**config.mk**
```make
export PLATFORM = sky130hd
export DESIGN_NAME = double_ended_queue
export DESIGN_NICKNAME = d
export VERILOG_FILES = /design/src/hdl/dq_pkg.sv /design/src/hdl/dq_ram.sv /design/src/hdl/double_ended_queue.sv
export SDC_FILE = /design/constraint.sdc
export NUM_CORES = 1
export LEC_CHECK = 0
export ABC_AREA = 1
export BUFFER_PORTS_ARGS = -buffer_cell sky130_fd_sc_hd__buf_2
export CELL_PAD_IN_SITES_DETAIL_PLACEMENT = 0
export CELL_PAD_IN_SITES_GLOBAL_PLACEMENT = 1
export CORE_AREA = 2 2 233 235
export CTS_CLUSTER_SIZE = 16
export DETAILED_ROUTE_END_ITERATION = 8
export DIE_AREA = 0 0 235 237
export PLACE_DENSITY_LB_ADDON = 0.1
export SLEW_MARGIN = 20
export SYNTH_ARGS = -nofsm -noshare
export SYNTH_HDL_FRONTEND = slang
export SYNTH_SLANG_ARGS = --single-unit
```
**constraint.sdc**
```tcl
create_clock -name clk -period 7.05 [get_ports clk]
set_input_delay 2.115 -clock clk [delete_from_list [all_inputs] [get_ports clk]]
set_output_delay 2.115 -clock clk [all_outputs]
set_load 0.03 [all_outputs]
```
**src/hdl/dq_pkg.sv**
```systemverilog
// Package for the double-ended queue: default sizes, request and status codes.
// No dependencies; imported by the queue top level.
package dq_pkg;

  localparam int DEPTH_DEF      = 16;
  localparam int DATA_WIDTH_DEF = 32;
  localparam int REQ_WIDTH      = 3;
  localparam int VALUE_WIDTH    = 32;
  localparam int STATUS_WIDTH   = 2;

  typedef enum logic [REQ_WIDTH-1:0] {
    REQ_PUSH_R = 3'd0,
    REQ_POP_L  = 3'd1,
    REQ_POP_R  = 3'd2,
    REQ_PEEK_L = 3'd3,
    REQ_PEEK_R = 3'd4
  } req_code_t;

  typedef enum logic [STATUS_WIDTH-1:0] {
    ST_OK    = 2'd0,
    ST_EMPTY = 2'd1,
    ST_FULL  = 2'd2
  } status_code_t;

endpackage

```
**src/hdl/dq_ram.sv**
```systemverilog
// Generic simple dual-port RAM: one write port, one read port, registered read.
// Self-contained; read data holds until the next read enable.
module dq_ram #(
  parameter int WIDTH = 32,
  parameter int DEPTH = 16
) (
  input  logic                     clk,
  input  logic                     wr_en,
  input  logic [$clog2(DEPTH)-1:0] wr_addr,
  input  logic [WIDTH-1:0]         wr_data,
  input  logic                     rd_en,
  input  logic [$clog2(DEPTH)-1:0] rd_addr,
  output logic [WIDTH-1:0]         rd_data
);

  logic [WIDTH-1:0] mem [DEPTH];

  always_ff @(posedge clk) begin
    if (wr_en) begin
      mem[wr_addr] <= wr_data;
    end
    if (rd_en) begin
      rd_data <= mem[rd_addr];
    end
  end

endmodule

```
**src/hdl/double_ended_queue.sv**
```systemverilog
// Double-ended queue on a ring buffer: push right, pop/peek left or right.
// A request passes through the pending stage (RAM read) into the output
// register; throughput one transaction per cycle while results are taken,
// set by the pointer update and one RAM read. Depends on dq_pkg and dq_ram.
// Synchronous active-high reset empties the queue (pointer and count to zero)
// and drops any pending result; the entry RAM is not cleared.
module double_ended_queue
  import dq_pkg::*;
#(
  parameter int DEPTH      = DEPTH_DEF,
  parameter int DATA_WIDTH = DATA_WIDTH_DEF,
  localparam int AW = $clog2(DEPTH),
  localparam int CW = $clog2(DEPTH + 1)
) (
  input  logic                    clk,
  input  logic                    rst,
  // request channel
  input  logic                    req_valid,
  output logic                    req_ready,
  input  logic [REQ_WIDTH-1:0]    req_type,
  input  logic [VALUE_WIDTH-1:0]  push_value,
  // result channel
  output logic                    res_valid,
  input  logic                    res_ready,
  output logic [VALUE_WIDTH-1:0]  read_value,
  output logic [STATUS_WIDTH-1:0] status,
  output logic                    is_empty,
  output logic [CW-1:0]           entry_count
);

  // Ring position: base + offset, both below DEPTH, folded once.
  function automatic logic [AW-1:0] wrap(input logic [AW-1:0] base,
                                         input logic [AW-1:0] offset);
    logic [AW:0] sum;
    sum = {1'b0, base} + {1'b0, offset};
    if (sum >= (AW+1)'(DEPTH)) begin
      sum = sum - (AW+1)'(DEPTH);
    end
    return sum[AW-1:0];
  endfunction

  // Queue state: leftmost slot and live entry count.
  logic [AW-1:0] left_pointer, left_pointer_next;
  logic [CW-1:0] live_count, live_count_next;

  // Pending stage: result of the last accepted request, waiting on RAM data.
  logic                     pend_valid;
  logic                     pend_from_ram;
  logic [STATUS_WIDTH-1:0]  pend_status;
  logic                     pend_empty;
  logic [CW-1:0]            pend_count;
  logic                     pend_go;

  logic                     req_fire;
  logic                     ram_wr, ram_rd;
  logic [AW-1:0]            wr_addr, rd_addr;
  logic [DATA_WIDTH-1:0]    wr_data, rd_data;
  logic [STATUS_WIDTH-1:0]  req_status;
  logic [63:0]              push_wide, read_wide;

  // Advance the pending result whenever the output register is free.
  assign pend_go   = pend_valid && (!res_valid || res_ready);
  assign req_ready = !pend_valid || pend_go;
  assign req_fire  = req_valid && req_ready;

  assign push_wide = 64'(push_value);
  assign wr_data   = push_wide[DATA_WIDTH-1:0];
  assign read_wide = 64'(rd_data);

  // Decode the request against the current pointers. A failed request
  // keeps the state; a pop updates it here so the next request sees it.
  always_comb begin
    req_status        = ST_OK;
    ram_wr            = 1'b0;
    ram_rd            = 1'b0;
    wr_addr           = wrap(left_pointer, live_count[AW-1:0]);
    rd_addr           = left_pointer;
    left_pointer_next = left_pointer;
    live_count_next   = live_count;
    unique case (req_type) inside
      REQ_PUSH_R: begin
        if (live_count >= CW'(DEPTH)) begin
          req_status = ST_FULL;
        end else begin
          ram_wr          = req_fire;
          live_count_next = live_count + CW'(1);
        end
      end
      REQ_POP_L, REQ_PEEK_L: begin
        if (live_count == '0) begin
          req_status = ST_EMPTY;
        end else begin
          ram_rd = req_fire;
          if (req_type == REQ_POP_L) begin
            left_pointer_next = wrap(left_pointer, AW'(1));
            live_count_next   = live_count - CW'(1);
          end
        end
      end
      REQ_POP_R, REQ_PEEK_R: begin
        rd_addr = wrap(left_pointer, AW'(live_count - CW'(1)));
        if (live_count == '0) begin
          req_status = ST_EMPTY;
        end else begin
          ram_rd = req_fire;
          if (req_type == REQ_POP_R) begin
            live_count_next = live_count - CW'(1);
          end
        end
      end
      default: begin
        // unknown request: no state change, status ok
      end
    endcase
  end

  dq_ram #(
    .WIDTH (DATA_WIDTH),
    .DEPTH (DEPTH)
  ) u_store (
    .clk     (clk),
    .wr_en   (ram_wr),
    .wr_addr (wr_addr),
    .wr_data (wr_data),
    .rd_en   (ram_rd),
    .rd_addr (rd_addr),
    .rd_data (rd_data)
  );

  always_ff @(posedge clk) begin
    if (rst) begin
      left_pointer <= '0;
      live_count   <= '0;
      pend_valid   <= 1'b0;
      res_valid    <= 1'b0;
    end else begin
      // Hold the output until taken, then load the pending result.
      if (pend_go) begin
        res_valid <= 1'b1;
      end else if (res_ready) begin
        res_valid <= 1'b0;
      end
      if (req_fire) begin
        pend_valid   <= 1'b1;
        left_pointer <= left_pointer_next;
        live_count   <= live_count_next;
      end else if (pend_go) begin
        pend_valid <= 1'b0;
      end
    end
    // payload registers: no reset needed
    if (req_fire) begin
      pend_from_ram <= ram_rd;
      pend_status   <= req_status;
      pend_count    <= live_count_next;
      pend_empty    <= (live_count_next == '0);
    end
    if (pend_go) begin
      // RAM data was registered by this transaction's read and holds since
      read_value  <= pend_from_ram ? read_wide[VALUE_WIDTH-1:0] : '0;
      status      <= pend_status;
      is_empty    <= pend_empty;
      entry_count <= pend_count;
    end
  end

  // Count never runs past capacity.
  a_count_bound: assert property (@(posedge clk) disable iff (rst)
    live_count <= CW'(DEPTH))
    else $error("live count exceeds depth");

  // A push into a full queue leaves the count alone.
  a_full_push: assert property (@(posedge clk) disable iff (rst)
    (req_fire && req_type == REQ_PUSH_R && live_count == CW'(DEPTH))
      |=> live_count == CW'(DEPTH))
    else $error("push into full queue changed the count");

  // A successful pop removes exactly one entry.
  a_pop_count: assert property (@(posedge clk) disable iff (rst)
    (req_fire && (req_type == REQ_POP_L || req_type == REQ_POP_R) && live_count != '0)
      |=> live_count == $past(live_count) - CW'(1))
    else $error("pop did not remove one entry");

  // A pending result that cannot advance is kept.
  a_pend_hold: assert property (@(posedge clk) disable iff (rst)
    (pend_valid && !pend_go) |=> pend_valid)
    else $error("pending result lost");

  // Empty flag agrees with the reported count.
  a_empty_flag: assert property (@(posedge clk) disable iff (rst)
    res_valid |-> (is_empty == (entry_count == '0)))
    else $error("empty flag disagrees with count");

endmodule
```
==> run summary, run 1 <==
- Synth area leaders: edfxtp_1 (68%), nand3_1 (10%), inv_1 (6.9%)
- Hold/Removal Path Class: flip-flop to flip-flop
- peak per-stage delay on the critical path: 0.22 ns
- per-cell routed wire length: 21.09 um
- io pins: 81
- minimum clock period after layout: 4.803 ns
- portion of total power attributed to the clock network: 41.2%
- number of global-route vias before repair: 17069
- final weighted congestion of routability-driven global placement: 0.7955
- number of H-tree levels: 3
- crit path capture type: primary output
- Post-Syn Nets: 2480
- cell repeated most along the worst path: buf_2
- number of instances in the synthesized netlist: 2429
- max-cap viol count: 0
- final hold viol count: 0
- largest vdd supply drop: 0.0001921 V
- Max Root-Sink Buffers: 3
- GRT Total Usage: 24.69%
- Die W: 235 um
- Avg Synthesized Cell Area: 10.83 um^2
- pins over their slew limit: 0
- Sequential Power Share: 49.6%
- area growth from synthesis to layout: 12.92%
- via density per instance: 5.289
- pin count of the biggest net entering global routing: 139
- first-pass detailed-route iteration total: 7
- Slew Limit Headroom: 23.83%
- number of register bits inferred by synthesis: 604
- final setup fails: 0
- core area: 0.05328 mm^2
- HPWL reported at the end of detailed placement: 35.75 mm
- std cell rows: 85
- Resized cells post-CTS: 0
- number of cells in the finished layout apart from fillers: 3233
- kind of launch point of the worst setup path: primary input
- total power: 0.008121 W
- proportion of netlist area held by the largest area contributor: 67.67%
- Int Pwr: 0.006183 W
- root cell of the clock tree: clkbuf_16
- wire length of the first global-routing pass: 103.6 mm
- Register-to-Register Setup Slack: 3.40 ns
- Crit Path Max Fanout: 3
- final clock skew: 0.01303 ns
- Placed Instances: 3117
- grt ovf: 0
- later-pin clock latency in the skew report: 0.60 ns
- Cells on Worst Hold Path: 0
- switching power: 0.001937 W
- setup repair after global routing missed its margin: false
- number of filler instances in the final layout: 4561
- FMAX: 208.2 MHz
- cell type with the largest total area after synthesis: edfxtp_1
- Pwr Density: 273.3 mW/mm^2
- DRT antenna net count: 0
- number of input and output port buffers inserted: 80
- overall die height: 237 um
- DP Area: 0.02765 mm^2
- post-CTS setup-driven buffer insertion count: 0
- worst-path cell with the longest stage delay: buf_2
- post-synthesis cell type count: 26
- CTS tree: built
- number of inserted diodes: 0
- cell family with most CP delay: buffers and inverters
- number of hold-repair buffers added at the cts stage: 0
- Seq/Total Area, Yosys: 68.51%
- number of DRC violations after detailed routing: 0
- number of vias after detailed routing: 17099
- FF-to-FF path depth: 13
- Reg2Reg Capture Point: u_store.rd_data[20]
- outcome: finished clean
- number of clock sinks: 604
- detailed router's first-iteration violation count: 1374
- clock-pin slew on the worst setup and hold paths: 0.05 ns
- post-synthesis instance area: 0.02631 mm^2
- synthesis warning total: 0
- Starting Density: 49.38%
- CP bufs+invs: 3
- data required time at the worst endpoint: 4.93 ns
- number of buffers inserted during clock tree synthesis: 66
- DRT Wirelength: 68.17 mm
- Layout Nets: 2540
- ratio of cells with drive above 1 in the final layout: 9.263%
- R2R Path Start: live_count[0]
- Endpoint, Worst Hold: status[0]
- worst slack on hold paths: 0.4170 ns
- combinational group share of total power: 9.2%
- Leak Pwr: 12.34 nW
- Worst Min Path Start: pend_status[0]
- finished layout cell area: 0.02971 mm^2
- final period utilization: 68.12%
- final-layout setup total negative slack: 0 ns
- ordered list of cells on the worst path: buf_2 -> inv_1 -> nand3_1 -> buf_2
- switching power share of the total: 23.86%
- slew of the pin with the lowest slew margin: 1.139 ns
- die area: 0.05570 mm^2
- number of antenna violations at the first check in global routing: 0
- worst setup path class: primary input to primary output
- data arrival time of the worst path: 2.69 ns
worst max path at each step:
stage	from	end	slack (ns)	depth (start not counted)
4_1_cts	res_ready	req_ready	2.21	4
6_report	res_ready	req_ready	2.25	4
3_3_place_gp	req_type[2]	u_store.rd_data[11]	1.77	11
5_1_grt	res_ready	req_ready	2.17	4
2_1_floorplan	res_ready	pend_from_ram	1.44	4
3_5_place_dp	req_type[1]	u_store.mem[7][6]	1.75	9
state kept, by name, summed over array words and instances, names as in the netlist:
register,count
entry_count,5
is_empty,1
left_pointer,4
live_count,5
pend_count,5
pend_empty,1
pend_from_ram,1
pend_status,2
pend_valid,1
read_value,32
res_valid,1
status,2
u_store.mem,512
u_store.rd_data,32
cell usage in the layout (no fill, tap or decap), types with 3 or more instances in the layout:
| cell type | netlist | final |
|---|---|---|
| dfxtp_1 | 11 | 11 |
| buf_2 | 80 | 80 |
| o21ai_0 | 11 | 11 |
| buf_16 | 0 | 6 |
| nand3_1 | 544 | 544 |
| clkinv_1 | 2 | 13 |
| nor2_1 | 44 | 28 |
| clkinv_2 | 0 | 9 |
| nand2_1 | 468 | 466 |
| xnor2_1 | 4 | 4 |
| edfxtp_1 | 593 | 593 |
| clkbuf_16 | 0 | 71 |
| bufinv_16 | 0 | 4 |
| buf_12 | 0 | 5 |
| nand3b_1 | 96 | 96 |
| nor2_4 | 0 | 16 |
| a21oi_1 | 14 | 13 |
| inv_1 | 482 | 482 |
| o21ai_4 | 0 | 3 |
| ha_1 | 10 | 10 |
| clkbuf_1 | 26 | 21 |
| nand4_1 | 5 | 5 |
| buf_4 | 12 | 25 |
| nand2_2 | 5 | 4 |
cells by family (layout without fill, tap and decap cells):
logic type	after synthesis	count (layout)	synth area share [%]
simple gates	1169	1169	20.86
buf+inv	610	718	9.253
flops	604	604	68.51
compound gates	28	28	0.5468
fa+ha+maj	12	12	0.6277
xor+xnor	6	6	0.1997
Yosys cell counts:
| cell type | n |
|---|---|
| edfxtp_1 | 593 |
| nand3_1 | 544 |
| inv_1 | 482 |
| nand2_1 | 468 |
| nand3b_1 | 96 |
| buf_2 | 80 |
| nor2_1 | 44 |
| clkbuf_1 | 26 |
| a21oi_1 | 14 |
| buf_4 | 12 |
| dfxtp_1 | 11 |
| o21ai_0 | 11 |
| ha_1 | 10 |
| buf_1 | 6 |
| nand2_2 | 5 |
| nand4_1 | 5 |
| nand3_2 | 4 |
| xnor2_1 | 4 |
| clkinv_1 | 2 |
| fa_1 | 2 |
| inv_2 | 2 |
| nor3_1 | 2 |
| o21ai_1 | 2 |
| xor2_1 | 2 |
| nand2_4 | 1 |
| o21ai_2 | 1 |
cell type report:
cell class | instances | area, um^2 | area share [%]
flip-flops and latches | 604 | 18030 | 60.67
multi-input cells | 1215 | 6070 | 20.43
clock buffers | 92 | 1856 | 6.245
inverters | 486 | 1826 | 6.144
well taps | 696 | 870.8 | 2.931
repair buffers | 116 | 853.3 | 2.872
clock inverters | 24 | 210.2 | 0.7075
power groups by stage:
stage | logic [W] | clock network, W | registers [W]
3_5_place_dp | 0.000752 | 0 | 0.00410
6_report | 0.000748 | 0.00335 | 0.00403
5_1_grt | 0.000828 | 0.00355 | 0.00403
2_1_floorplan | 0.000462 | 0 | 0.00412
3_3_place_gp | 0.000745 | 0 | 0.00410
4_1_cts | 0.000754 | 0.00341 | 0.00403
metrics by stage:
stage          setup WS (ns)  util [%]
2_1_floorplan          1.435         -
3_3_place_gp           1.774     51.46
3_5_place_dp           1.749     51.89
4_1_cts                2.215     55.76
5_1_grt                2.174     55.76
6_report               2.247     55.76
worst register-to-register path: cells and delay by family, from the launching register on:
family	cells	cell delay, ns
xor gates and xnor gates	2	0.35
buffers and inverters	4	1.27
DFF	1	0.49
AOI/OAI and AO/OA	1	0.07
and+or+nand+nor	4	0.58
adders and majority gates	2	0.62
per-layer routing:
metal  GRT usage, %  vias to the layer above  routed length [um]
met3          3.847                      107                3440
met1          32.47                     8393               29850
li1               -                     8171                   -
met2          41.93                      428               33150
met5              0                        -                   0
met4          8.516                        0                1729
Power figures use the tool's default switching activity.
==> run 2: changes to the inputs <==
==> constraint.sdc (replaced) <==
create_clock -name clk -period 4.8 [get_ports clk]
set_input_delay 1.44 -clock clk [delete_from_list [all_inputs] [get_ports clk]]
set_output_delay 1.44 -clock clk [all_outputs]
set_load 0.03 [all_outputs]
==> run summary, run 2 (synthesis gave the netlist of run 1 again) <==
- outcome: finished clean
- std cell rows: 85
- clock-pin slew on the worst setup and hold paths: 0.06 ns
- Placed Instances: 3134
- FMAX: 274.8 MHz
- GRT Total Usage: 23.56%
- Sequential Power Share: 49.2%
- largest vdd supply drop: 0.0002807 V
- Max Root-Sink Buffers: 3
- number of buffers inserted during clock tree synthesis: 67
- io pins: 81
- final period utilization: 75.81%
- data arrival time of the worst path: 3.98 ns
- ratio of cells with drive above 1 in the final layout: 9.836%
- minimum clock period after layout: 3.639 ns
- post-CTS setup-driven buffer insertion count: 0
- Layout Nets: 2558
- number of filler instances in the final layout: 4531
- grt ovf: 0
- DRT antenna net count: 0
- number of vias after detailed routing: 17082
- Hold/Removal Path Class: flip-flop to flip-flop
- Leak Pwr: 12.45 nW
- first-pass detailed-route iteration total: 5
- pins over their slew limit: 0
- number of cells in the finished layout apart from fillers: 3258
- Slew Limit Headroom: 35.76%
- final-layout setup total negative slack: 0 ns
- number of global-route vias before repair: 16656
- number of H-tree levels: 3
- core area: 0.05328 mm^2
- Int Pwr: 0.009121 W
- DRT Wirelength: 64.66 mm
- slew of the pin with the lowest slew margin: 0.9602 ns
- Resized cells post-CTS: 0
- HPWL reported at the end of detailed placement: 35.73 mm
- number of input and output port buffers inserted: 80
- max-cap viol count: 0
- most frequent cells in the layout: edfxtp_1 (593), nand3_1 (544), inv_1 (482), nand2_1 (466), nand3b_1 (96)
- final setup fails: 0
- final clock skew: 0.02649 ns
- number of hold-repair buffers added at the cts stage: 0
- core occupancy in the finished layout: 56.09%
- setup repair after global routing missed its margin: false
- CTS tree: built
- worst slack on hold paths: 0.4175 ns
- FF-to-FF path depth: 13
- Cells on Worst Hold Path: 0
- Pwr Density: 401.9 mW/mm^2
- Die W: 235 um
- area growth from synthesis to layout: 13.58%
- wire length of the first global-routing pass: 99.75 mm
- final weighted congestion of routability-driven global placement: 0.8436
- combinational group share of total power: 9.4%
- overall die height: 237 um
- number of inserted diodes: 0
- root cell of the clock tree: clkbuf_16
- portion of total power attributed to the clock network: 41.4%
- registers with the most flip-flops: u_store.mem: 512 flops, read_value: 32 flops, u_store.rd_data: 32 flops
- leading cell type in the layout, fill and taps excluded: edfxtp_1
- Crit Path Max Fanout: 32
- number of DRC violations after detailed routing: 0
- pin count of the biggest net entering global routing: 94
- worst setup path class: flip-flop to flip-flop
- number of antenna violations at the first check in global routing: 0
- switching power: 0.002890 W
- via density per instance: 5.243
- register cell area after layout: 0.01803 mm^2
- crit path capture type: flip-flop
- final hold viol count: 0
- die area: 0.05570 mm^2
- kind of launch point of the worst setup path: flip-flop
- flip-flop count of the largest register, all copies and words added: 512
- later-pin clock latency in the skew report: 0.61 ns
- per-cell routed wire length: 19.85 um
- number of clock sinks: 604
- Starting Density: 49.38%
- area of the multi-input gates: 0.006076 mm^2
- data required time at the worst endpoint: 5.14 ns
- register with the most flip-flops: u_store.mem
- switching power share of the total: 24.06%
- detailed router's first-iteration violation count: 1203
## run 2: power by group through the flow
stage / registers, W / clock network (W) / logic (W)
global route: 0.00592 / 0.00529 / 0.00125
CTS: 0.00592 / 0.00509 / 0.00114
floorplan: 0.00606 / 0 / 0.000679
finish: 0.00591 / 0.00497 / 0.00112
global placement: 0.00602 / 0 / 0.00112
detailed placement: 0.00603 / 0 / 0.00114
## run 2: final timing paths
path	start	endpoint	slack (ns)
max	live_count[0]	u_store.rd_data[23]	1.16
min	pend_count[0]	entry_count[0]	0.42
max reg2reg	live_count[0]	u_store.rd_data[23]	1.16
min reg2reg	pend_count[0]	entry_count[0]	0.42
## run 2: critical path, stage by stage (launching register included)
cell and delay [ns]:
dfxtp_1 0.50, inv_1 0.25, ha_1 0.31, xnor2_1 0.26
inv_1 0.08, ha_1 0.33, a21oi_1 0.20, nand2_1 0.07
nand2_1 0.13, nand3_1 0.12, nand2_1 0.09, nand2_2 0.54
nand3_1 0.38, nand2_1 0.10
## run 2: through the flow
step / setup WS [ns] / cell area, um^2 / power (W)
finish: 1.161 / 29890 / 0.01201
global route: 0.9227 / 29890 / 0.01246
CTS: 1.212 / 29890 / 0.01214
detailed placement: 0.6157 / 27770 / 0.007161
global placement: 0.6785 / 27770 / 0.007148
floorplan: 0.6252 / 26320 / 0.006735
## run 2: layout make-up
cell class | count | area share (%)
clock inverter | 30 | 0.8792
sequential | 604 | 60.32
multi-input combinational | 1215 | 20.33
clock buffer | 94 | 6.196
inverter | 486 | 6.104
tap | 696 | 2.914
timing repair buffer | 133 | 3.257
## run 2: layer usage
| layer | track usage (%) | vias up | share of wire (%) |
|---|---|---|---|
| met5 | 0 | - | 0 |
| met4 | 7.154 | 0 | 2.0 |
| met3 | 2.984 | 87 | 4.6 |
| met2 | 39.83 | 428 | 49 |
| met1 | 32.00 | 8347 | 45 |
| li1 | - | 8220 | - |
